### src/rtl/cls_pkg.sv
// ----------------------------------------------------------------------------
// cls_pkg
// Types, codes and timing constants of the character LCD 4-bit sequencer.
// ----------------------------------------------------------------------------
package cls_pkg;

  typedef enum logic [1:0] {
    REQ_INIT  = 2'd0,
    REQ_WRITE = 2'd1,
    REQ_GOTO  = 2'd2,
    REQ_CLEAR = 2'd3
  } req_e;

  typedef enum logic [1:0] {
    CFG_FUNCTION_SET    = 2'd0,
    CFG_DISPLAY_CONTROL = 2'd1,
    CFG_ENTRY_MODE      = 2'd2,
    CFG_SECOND_ROW      = 2'd3
  } cfg_idx_e;

  typedef enum logic {
    ST_IDLE,
    ST_RUN
  } state_e;

  typedef struct packed {
    logic capture;
    logic emit;
  } cls_cmd_t;

  typedef struct packed {
    logic last_step;
  } cls_status_t;

  localparam int unsigned StepW = 4;

  localparam logic [StepW-1:0] LastStepInit  = 4'd13;
  localparam logic [StepW-1:0] LastStepByte  = 4'd3;
  localparam logic [StepW-1:0] LastStepClear = 4'd1;

  localparam logic [7:0] CMD_SET_DDRAM = 8'h80;
  localparam logic [7:0] CMD_CLEAR     = 8'h01;

  localparam logic [3:0] NIB_WAKE     = 4'h3;
  localparam logic [3:0] NIB_FOUR_BIT = 4'h2;

  localparam logic [15:0] WAIT_SHORT     = 16'd2;
  localparam logic [15:0] WAIT_BUSY      = 16'd52;
  localparam logic [15:0] WAIT_WAKE      = 16'd5002;
  localparam logic [15:0] WAIT_CMD       = 16'd252;
  localparam logic [15:0] WAIT_LONG      = 16'd25002;
  localparam logic [15:0] WAIT_INIT_BUSY = 16'd40052;
  localparam logic [15:0] WAIT_DATA      = 16'd50;
  localparam logic [15:0] WAIT_GOTO      = 16'd100;
  localparam logic [15:0] WAIT_CLEAR     = 16'd5002;

  localparam logic [7:0] RST_FUNCTION_SET    = 8'h28;
  localparam logic [7:0] RST_DISPLAY_CONTROL = 8'h0F;
  localparam logic [7:0] RST_ENTRY_MODE      = 8'h06;
  localparam logic [6:0] RST_SECOND_ROW      = 7'h40;

endpackage

### src/rtl/char_lcd_4bit_sequencer.sv
// ----------------------------------------------------------------------------
// char_lcd_4bit_sequencer
// Expands LCD requests into 4-bit bus strobe words.
// ----------------------------------------------------------------------------
// Request channel (req_valid_i / req_stall_o) takes one word: init, write
// byte, goto column/row or clear. Strobe channel (strobe_valid_o /
// strobe_stall_i) returns one word per enable strobe: RS, RW, nibble, the
// wait after it and a last flag on the final strobe of the request.
// Config channel (cfg_valid_i / cfg_ready_o) writes the init bytes and the
// second row base; it is always ready, use it only while idle.
// A taken request is captured into the held request registers, then its
// first strobe word is loaded into the output register; further strobes
// follow one per cycle while the strobe side does not stall. A request
// yields 14 (init), 4 (write, goto) or 2 (clear) strobes, set by the step
// counter; the next request is taken the cycle after the last strobe is
// loaded into the output register. A stall on the strobe side holds the
// output word and freezes the step counter. Reset restores the default
// config bytes and returns the block to idle with no strobe pending.
// ----------------------------------------------------------------------------
module char_lcd_4bit_sequencer (
  input  logic        clk_i,
  input  logic        rst_ni,
  input  logic        cfg_valid_i,
  output logic        cfg_ready_o,
  input  logic [1:0]  cfg_index_i,
  input  logic [7:0]  cfg_data_i,
  input  logic        req_valid_i,
  output logic        req_stall_o,
  input  logic [1:0]  req_type_i,
  input  logic        reg_select_i,
  input  logic [7:0]  data_byte_i,
  input  logic [4:0]  column_i,
  input  logic [1:0]  row_i,
  output logic        strobe_valid_o,
  input  logic        strobe_stall_i,
  output logic        rs_line_o,
  output logic        rw_line_o,
  output logic [3:0]  nibble_o,
  output logic [15:0] wait_after_us_o,
  output logic        last_o
);
  import cls_pkg::*;

  cls_cmd_t         cmd;
  cls_status_t      status;
  logic [StepW-1:0] step;

  cls_ctrl u_ctrl (
    .clk_i          (clk_i),
    .rst_ni         (rst_ni),
    .req_valid_i    (req_valid_i),
    .req_stall_o    (req_stall_o),
    .strobe_stall_i (strobe_stall_i),
    .strobe_valid_o (strobe_valid_o),
    .step_o         (step),
    .cmd_o          (cmd),
    .status_i       (status)
  );

  cls_datapath u_datapath (
    .clk_i           (clk_i),
    .rst_ni          (rst_ni),
    .cfg_valid_i     (cfg_valid_i),
    .cfg_ready_o     (cfg_ready_o),
    .cfg_index_i     (cfg_index_i),
    .cfg_data_i      (cfg_data_i),
    .req_type_i      (req_type_i),
    .reg_select_i    (reg_select_i),
    .data_byte_i     (data_byte_i),
    .column_i        (column_i),
    .row_i           (row_i),
    .cmd_i           (cmd),
    .step_i          (step),
    .status_o        (status),
    .rs_line_o       (rs_line_o),
    .rw_line_o       (rw_line_o),
    .nibble_o        (nibble_o),
    .wait_after_us_o (wait_after_us_o),
    .last_o          (last_o)
  );

endmodule

### src/rtl/cls_ctrl.sv
// ----------------------------------------------------------------------------
// cls_ctrl
// Request state machine: step counter and output word valid.
// ----------------------------------------------------------------------------
module cls_ctrl (
  input  logic                        clk_i,
  input  logic                        rst_ni,
  input  logic                        req_valid_i,
  output logic                        req_stall_o,
  input  logic                        strobe_stall_i,
  output logic                        strobe_valid_o,
  output logic [cls_pkg::StepW-1:0]   step_o,
  output cls_pkg::cls_cmd_t           cmd_o,
  input  cls_pkg::cls_status_t        status_i
);
  import cls_pkg::*;

  state_e             state_q, state_d;
  logic [StepW-1:0]   step_q, step_d;
  logic               out_valid_q, out_valid_d;
  logic               out_free;

  assign out_free = !out_valid_q || !strobe_stall_i;

  always_comb begin
    state_d = state_q;
    step_d  = step_q;
    unique case (state_q)
      ST_IDLE: begin
        if (req_valid_i) begin
          state_d = ST_RUN;
          step_d  = '0;
        end
      end
      ST_RUN: begin
        if (out_free) begin
          if (status_i.last_step) begin
            state_d = ST_IDLE;
          end else begin
            step_d = step_q + 4'd1;
          end
        end
      end
      default: state_d = ST_IDLE;
    endcase
  end

  always_comb begin
    cmd_o       = '0;
    req_stall_o = 1'b1;
    unique case (state_q)
      ST_IDLE: begin
        req_stall_o  = 1'b0;
        cmd_o.capture = req_valid_i;
      end
      ST_RUN: begin
        cmd_o.emit = out_free;
      end
      default: req_stall_o = 1'b1;
    endcase
  end

  assign out_valid_d    = cmd_o.emit || (out_valid_q && strobe_stall_i);
  assign strobe_valid_o = out_valid_q;
  assign step_o         = step_q;

  always_ff @(posedge clk_i or negedge rst_ni) begin
    if (!rst_ni) begin
      state_q     <= ST_IDLE;
      step_q      <= '0;
      out_valid_q <= 1'b0;
    end else begin
      state_q     <= state_d;
      step_q      <= step_d;
      out_valid_q <= out_valid_d;
    end
  end

endmodule

### src/rtl/cls_datapath.sv
// ----------------------------------------------------------------------------
// cls_datapath
// Config registers, held request and strobe word decode and output register.
// ----------------------------------------------------------------------------
module cls_datapath (
  input  logic                        clk_i,
  input  logic                        rst_ni,
  input  logic                        cfg_valid_i,
  output logic                        cfg_ready_o,
  input  logic [1:0]                  cfg_index_i,
  input  logic [7:0]                  cfg_data_i,
  input  logic [1:0]                  req_type_i,
  input  logic                        reg_select_i,
  input  logic [7:0]                  data_byte_i,
  input  logic [4:0]                  column_i,
  input  logic [1:0]                  row_i,
  input  cls_pkg::cls_cmd_t           cmd_i,
  input  logic [cls_pkg::StepW-1:0]   step_i,
  output cls_pkg::cls_status_t        status_o,
  output logic                        rs_line_o,
  output logic                        rw_line_o,
  output logic [3:0]                  nibble_o,
  output logic [15:0]                 wait_after_us_o,
  output logic                        last_o
);
  import cls_pkg::*;

  logic [7:0]  fs_q, dc_q, em_q;
  logic [6:0]  row_base_q;
  req_e        req_q, req_d;
  logic        rs_q, rs_d;
  logic [7:0]  byte_q, byte_d;
  logic [7:0]  row_offset, addr_sum;
  logic        sel_rs, sel_rw, last_step;
  logic [3:0]  sel_nib;
  logic [15:0] sel_wait;
  logic        rs_out_q, rw_out_q, last_out_q;
  logic [3:0]  nib_out_q;
  logic [15:0] wait_out_q;

  assign cfg_ready_o = 1'b1;

  always_ff @(posedge clk_i or negedge rst_ni) begin
    if (!rst_ni) begin
      fs_q       <= RST_FUNCTION_SET;
      dc_q       <= RST_DISPLAY_CONTROL;
      em_q       <= RST_ENTRY_MODE;
      row_base_q <= RST_SECOND_ROW;
    end else if (cfg_valid_i) begin
      unique case (cfg_idx_e'(cfg_index_i))
        CFG_FUNCTION_SET:    fs_q       <= cfg_data_i;
        CFG_DISPLAY_CONTROL: dc_q       <= cfg_data_i;
        CFG_ENTRY_MODE:      em_q       <= cfg_data_i;
        CFG_SECOND_ROW:      row_base_q <= cfg_data_i[6:0];
        default:             fs_q       <= fs_q;
      endcase
    end
  end

  assign row_offset = (row_i > 2'd1) ? {1'b0, row_base_q} : 8'd0;
  assign addr_sum   = row_offset + {3'b000, column_i} + 8'hFF;

  always_comb begin
    req_d  = req_e'(req_type_i);
    rs_d   = (req_d == REQ_WRITE) ? reg_select_i : 1'b0;
    byte_d = (req_d == REQ_GOTO) ? (CMD_SET_DDRAM | addr_sum) : data_byte_i;
  end

  always_ff @(posedge clk_i) begin
    if (cmd_i.capture) begin
      req_q  <= req_d;
      rs_q   <= rs_d;
      byte_q <= byte_d;
    end
  end

  always_comb begin
    sel_rs    = 1'b0;
    sel_rw    = 1'b0;
    sel_nib   = 4'h0;
    sel_wait  = WAIT_SHORT;
    last_step = 1'b0;
    unique case (req_q) inside
      REQ_INIT: begin
        last_step = (step_i == LastStepInit);
        unique case (step_i) inside
          4'd0, 4'd1, 4'd2: begin
            sel_nib  = NIB_WAKE;
            sel_wait = WAIT_WAKE;
          end
          4'd3: begin
            sel_nib  = NIB_FOUR_BIT;
            sel_wait = WAIT_CMD;
          end
          4'd4: sel_nib = fs_q[7:4];
          4'd5: begin
            sel_nib  = fs_q[3:0];
            sel_wait = WAIT_CMD;
          end
          4'd6: sel_nib = dc_q[7:4];
          4'd7: begin
            sel_nib  = dc_q[3:0];
            sel_wait = WAIT_CMD;
          end
          4'd8: sel_nib = CMD_CLEAR[7:4];
          4'd9: begin
            sel_nib  = CMD_CLEAR[3:0];
            sel_wait = WAIT_LONG;
          end
          4'd10: sel_nib = em_q[7:4];
          4'd11: begin
            sel_nib  = em_q[3:0];
            sel_wait = WAIT_LONG;
          end
          4'd12: sel_rw = 1'b1;
          default: begin
            sel_rw   = 1'b1;
            sel_wait = WAIT_INIT_BUSY;
          end
        endcase
      end
      REQ_WRITE, REQ_GOTO: begin
        last_step = (step_i == LastStepByte);
        unique case (step_i)
          4'd0: sel_rw = 1'b1;
          4'd1: begin
            sel_rw   = 1'b1;
            sel_wait = WAIT_BUSY;
          end
          4'd2: begin
            sel_rs  = rs_q;
            sel_nib = byte_q[7:4];
          end
          default: begin
            sel_rs   = rs_q;
            sel_nib  = byte_q[3:0];
            sel_wait = (req_q == REQ_GOTO) ? WAIT_GOTO : WAIT_DATA;
          end
        endcase
      end
      REQ_CLEAR: begin
        last_step = (step_i == LastStepClear);
        unique case (step_i)
          4'd0: sel_nib = CMD_CLEAR[7:4];
          default: begin
            sel_nib  = CMD_CLEAR[3:0];
            sel_wait = WAIT_CLEAR;
          end
        endcase
      end
      default: last_step = 1'b1;
    endcase
  end

  assign status_o.last_step = last_step;

  always_ff @(posedge clk_i) begin
    if (cmd_i.emit) begin
      rs_out_q   <= sel_rs;
      rw_out_q   <= sel_rw;
      nib_out_q  <= sel_nib;
      wait_out_q <= sel_wait;
      last_out_q <= last_step;
    end
  end

  assign rs_line_o       = rs_out_q;
  assign rw_line_o       = rw_out_q;
  assign nibble_o        = nib_out_q;
  assign wait_after_us_o = wait_out_q;
  assign last_o          = last_out_q;

endmodule

### config.mk
export PLATFORM = sky130hd
export DESIGN_NAME = char_lcd_4bit_sequencer
export DESIGN_NICKNAME = d
export VERILOG_FILES = /design/src/rtl/cls_pkg.sv /design/src/rtl/char_lcd_4bit_sequencer.sv /design/src/rtl/cls_ctrl.sv /design/src/rtl/cls_datapath.sv
export SDC_FILE = /design/constraint.sdc
export NUM_CORES = 1
export LEC_CHECK = 0
export ABC_AREA = 1
export BUFFER_PORTS_ARGS = -buffer_cell sky130_fd_sc_hd__buf_4
export CORE_MARGIN = 2
export CORE_UTILIZATION = 39
export DETAILED_ROUTE_END_ITERATION = 12
export PLACE_DENSITY = 0.68
export RECOVER_POWER = 100
export SETUP_SLACK_MARGIN = 0.02
export SLEW_MARGIN = 20
export SYNTH_ARGS = -nofsm -noshare
export SYNTH_HDL_FRONTEND = slang
export SYNTH_HIERARCHICAL = 1
export SYNTH_SLANG_ARGS = --single-unit
### constraint.sdc
create_clock -name clk_i -period 2.55 [get_ports clk_i]
set_input_delay 0.51 -clock clk_i [delete_from_list [all_inputs] [get_ports clk_i]]
set_output_delay 0.51 -clock clk_i [all_outputs]
set_load 0.02 [all_outputs]
==> results by group <==
Status
  – Status: finished with violations
  – Violated checks: capacitance limit, slew limit

Drt
  – # DRC: 0
  – Via-to-Cell Ratio: 4.94
  – DR pass1 iterations: 5
  – Drt initial violations: 183
  – Routed Antenna Nets: 0
  – Routed WL per cell: 13.1 µm
  – Total number of vias: 2863
  – Total Wirelength: 7.56 mm

Finish
  – Commonest non-fill, non-tap cell in the layout: nand2_1
  – Proportion of layout cells with a drive suffix above 1: 0.146
  – # diodes: 0
  – Nets: 514
  – Core Util, Final: 0.465
  – P&R area growth vs syn: 15.5%
  – Commonest non-fill, non-tap cells in the layout: nand2_1, inv_1, nand3_1

Job
  – Max_cap viols: 1

Floorplan
  – Io pins: 59
  – Die width: 99.1 µm
  – Die area: 9820 µm²
  – Initial Util: 0.402
  – Chip height: 99.1 µm
  – Rows: 34
  – Core footprint: 8760 µm²

Clock tree
  – Post-CTS Hold Buffers: 0
  – CTS resizes: 0
  – Root Driver: clkbuf_8
  – CTS tree: yes
  – H-tree levels: 3
  – Post-CTS Setup Bufs: 0
  – CTS max path bufs: 2
  – Num CTS Buffers: 9
  – Worst skew pair latency: 0.35 ns
  – Num Clock Sinks: 66
  – CTS clk-pin slew, worst paths: 0.08 ns

Timing
  – Worst-Margin Slew: 1.98 ns
  – # setup viols final: 0
  – Max Fclk: 448 MHz
  – Slew Viols, Final: 38
  – Slew headroom: -0.321
  – Fin crit share: 0.875
  – Final hold vios: 0
  – WHS: 0.393 ns
  – Worst Skew: 0.0113 ns
  – Final min period: 2.23 ns
  – RSZ-0062 raised after global routing: false
  – Setup TNS: 0 ns

Pwr
  – Max VDD drop: 0.000549 V
  – Static leakage: 1.96 nW
  – Power Density: 967 nW/µm²

Global route
  – Antenna violations before repair: 0
  – Tot GR Track Use: 0.160
  – First-pass GRT wire length: 12.4 mm
  – Number of global-route vias before repair: 2733
  – Congestion Overflow GR: 0
  – Largest net degree at the start of global routing: 38

Critical path
  – Worst EP required: 2.78 ns
  – Worst Setup Start Kind: register
  – Launching point of the worst reg2reg path: u_datapath/req_q[1]
  – Maximum fanout along the worst path: 7
  – CP endpoint kind: register
  – Worst Setup Path Type: reg -> reg
  – Worst Reg-to-Reg Cells: 11
  – Reg2reg end: u_ctrl/step_o[0]
  – Arr. time, crit path: 2.46 ns
  – Reg2Reg Setup Slack: 0.32 ns

Synth
  – Synthesized instance count: 413
  – Seq/Total Area, Yosys: 0.513
  – EDFF count, synth: 29
  – Syn Std Cell Area: 3530 µm²
  – Yosys Warn Count: 6
  – Total nets after synthesis: 461
  – Fraction of registers with async set/reset: 0.561
  – Register bit count reported by yosys: 66
  – Yosys cell types: 37
  – Synth Area per Inst: 8.54 µm²
  – Most used DFF post-synth: edfxtp_1

Placed design
  – Placer congestion estimate: 0.870
  – Port buffer count: 55
  – HPWL after DPL: 5.52 mm

Hold path
  – HP Class: in -> reg
  – WHS Endpoint: u_datapath/req_q[0]
  – Cells on Worst Hold Path: 1
  – Hold Crit Start: req_type_i[0]
[layer usage]
layer	GRT usage	routed length, µm	share of wire	up-vias
li1	-	-	-	1434
met1	0.200	3450	0.46	1342
met2	0.258	3550	0.47	78
met3	0.0555	455	0.060	9
met4	0.0558	112	0.015	0
met5	0	0	0	-
[cells in the mapped netlist (2+ instances only)]
library cell,count,area [µm²]
nand2_1,120,450
inv_1,47,176
nand3_1,43,215
o21ai_0,39,195
edfxtp_1,29,871
dfrtp_1,28,701
nor2_1,23,86.3
ha_1,14,175
inv_2,10,37.5
dfstp_2,9,236
buf_4,7,52.6
a21oi_1,4,20.0
clkbuf_1,4,15.0
nand4_1,4,25.0
nor2_4,3,33.8
o21ai_1,3,15.0
buf_2,2,10.0
conb_1,2,7.51
nand2_2,2,12.5
nor2_2,2,12.5
o211ai_1,2,15.0
[how the worst max path moves through the flow]
stage	start	end	cells past startpoint
global route	u_datapath/req_q[1]	u_ctrl/step_o[0]	11
finish	u_datapath/req_q[1]	u_ctrl/step_o[0]	11
detailed placement	row_i[1]	u_datapath/byte_q[5]	15
floorplan	column_i[1]	u_datapath/byte_q[5]	14
CTS	u_datapath/req_q[1]	u_ctrl/step_o[3]	11
global placement	row_i[1]	u_datapath/byte_q[5]	15
[metrics by stage]
| step | cells | worst slack [ns] | cell area (µm²) | total power [mW] |
|---|---|---|---|---|
| 2_1_floorplan | 413 | 0.483 | 3530 | 2.64 |
| 3_3_place_gp | 563 | 0.247 | 3990 | 3.07 |
| 3_5_place_dp | 563 | 0.193 | 3990 | 3.12 |
| 4_1_cts | 579 | 0.419 | 4220 | 4.12 |
| 5_1_grt | 579 | 0.147 | 4080 | 4.20 |
| 6_report | 579 | 0.318 | 4080 | 3.94 |
[power breakdown]
group          internal, mW  switching (mW)
combinational         0.399           0.949
sequential             1.43           0.181
clock                 0.558           0.424
total                  2.39            1.55
[flip-flops by register name, indices dropped and copies added, names as in the netlist, 2 cells and up]
name and count:
u_ctrl/step_o 4, u_datapath/byte_q 8, u_datapath/dc_q 8, u_datapath/em_q 8
u_datapath/fs_q 8, u_datapath/nibble_o 4, u_datapath/req_q 2, u_datapath/row_base_q 7
u_datapath/wait_after_us_o 11
[final cells by class]
type                       count  area [µm²]
clock buffer                   9         124
multi-input combinational    276        1380
fill                         871        4690
timing repair buffer          56         312
clock inverter                 7         101
sequential                    66        1810
inverter                      57         214
tap                          108         135
[logic make-up (layout without fill, tap and decap cells)]
group                    count (synthesis)  in the layout  synth area share
adder cells (fa/ha/maj)                 15             15            0.0553
other                                    2              2           0.00213
buffers and inverters                   71            129            0.0858
AO/OA/AOI/OAI                           54             54            0.0848
flip-flops                              66             66             0.513
AND/OR/NAND/NOR                        205            205             0.259
[critical path, cell delays in order (launching register included)]
cell and delay, ns:
edfxtp_1 0.43, inv_1 0.08, ha_1 0.30, inv_1 0.16
nor2_1 0.12, inv_1 0.09, o221ai_1 0.34, inv_1 0.11
nand3_1 0.18, nand2_1 0.13, nand3_1 0.08, o21ai_0 0.08
No activity file was read; power rests on OpenSTA's default activity.
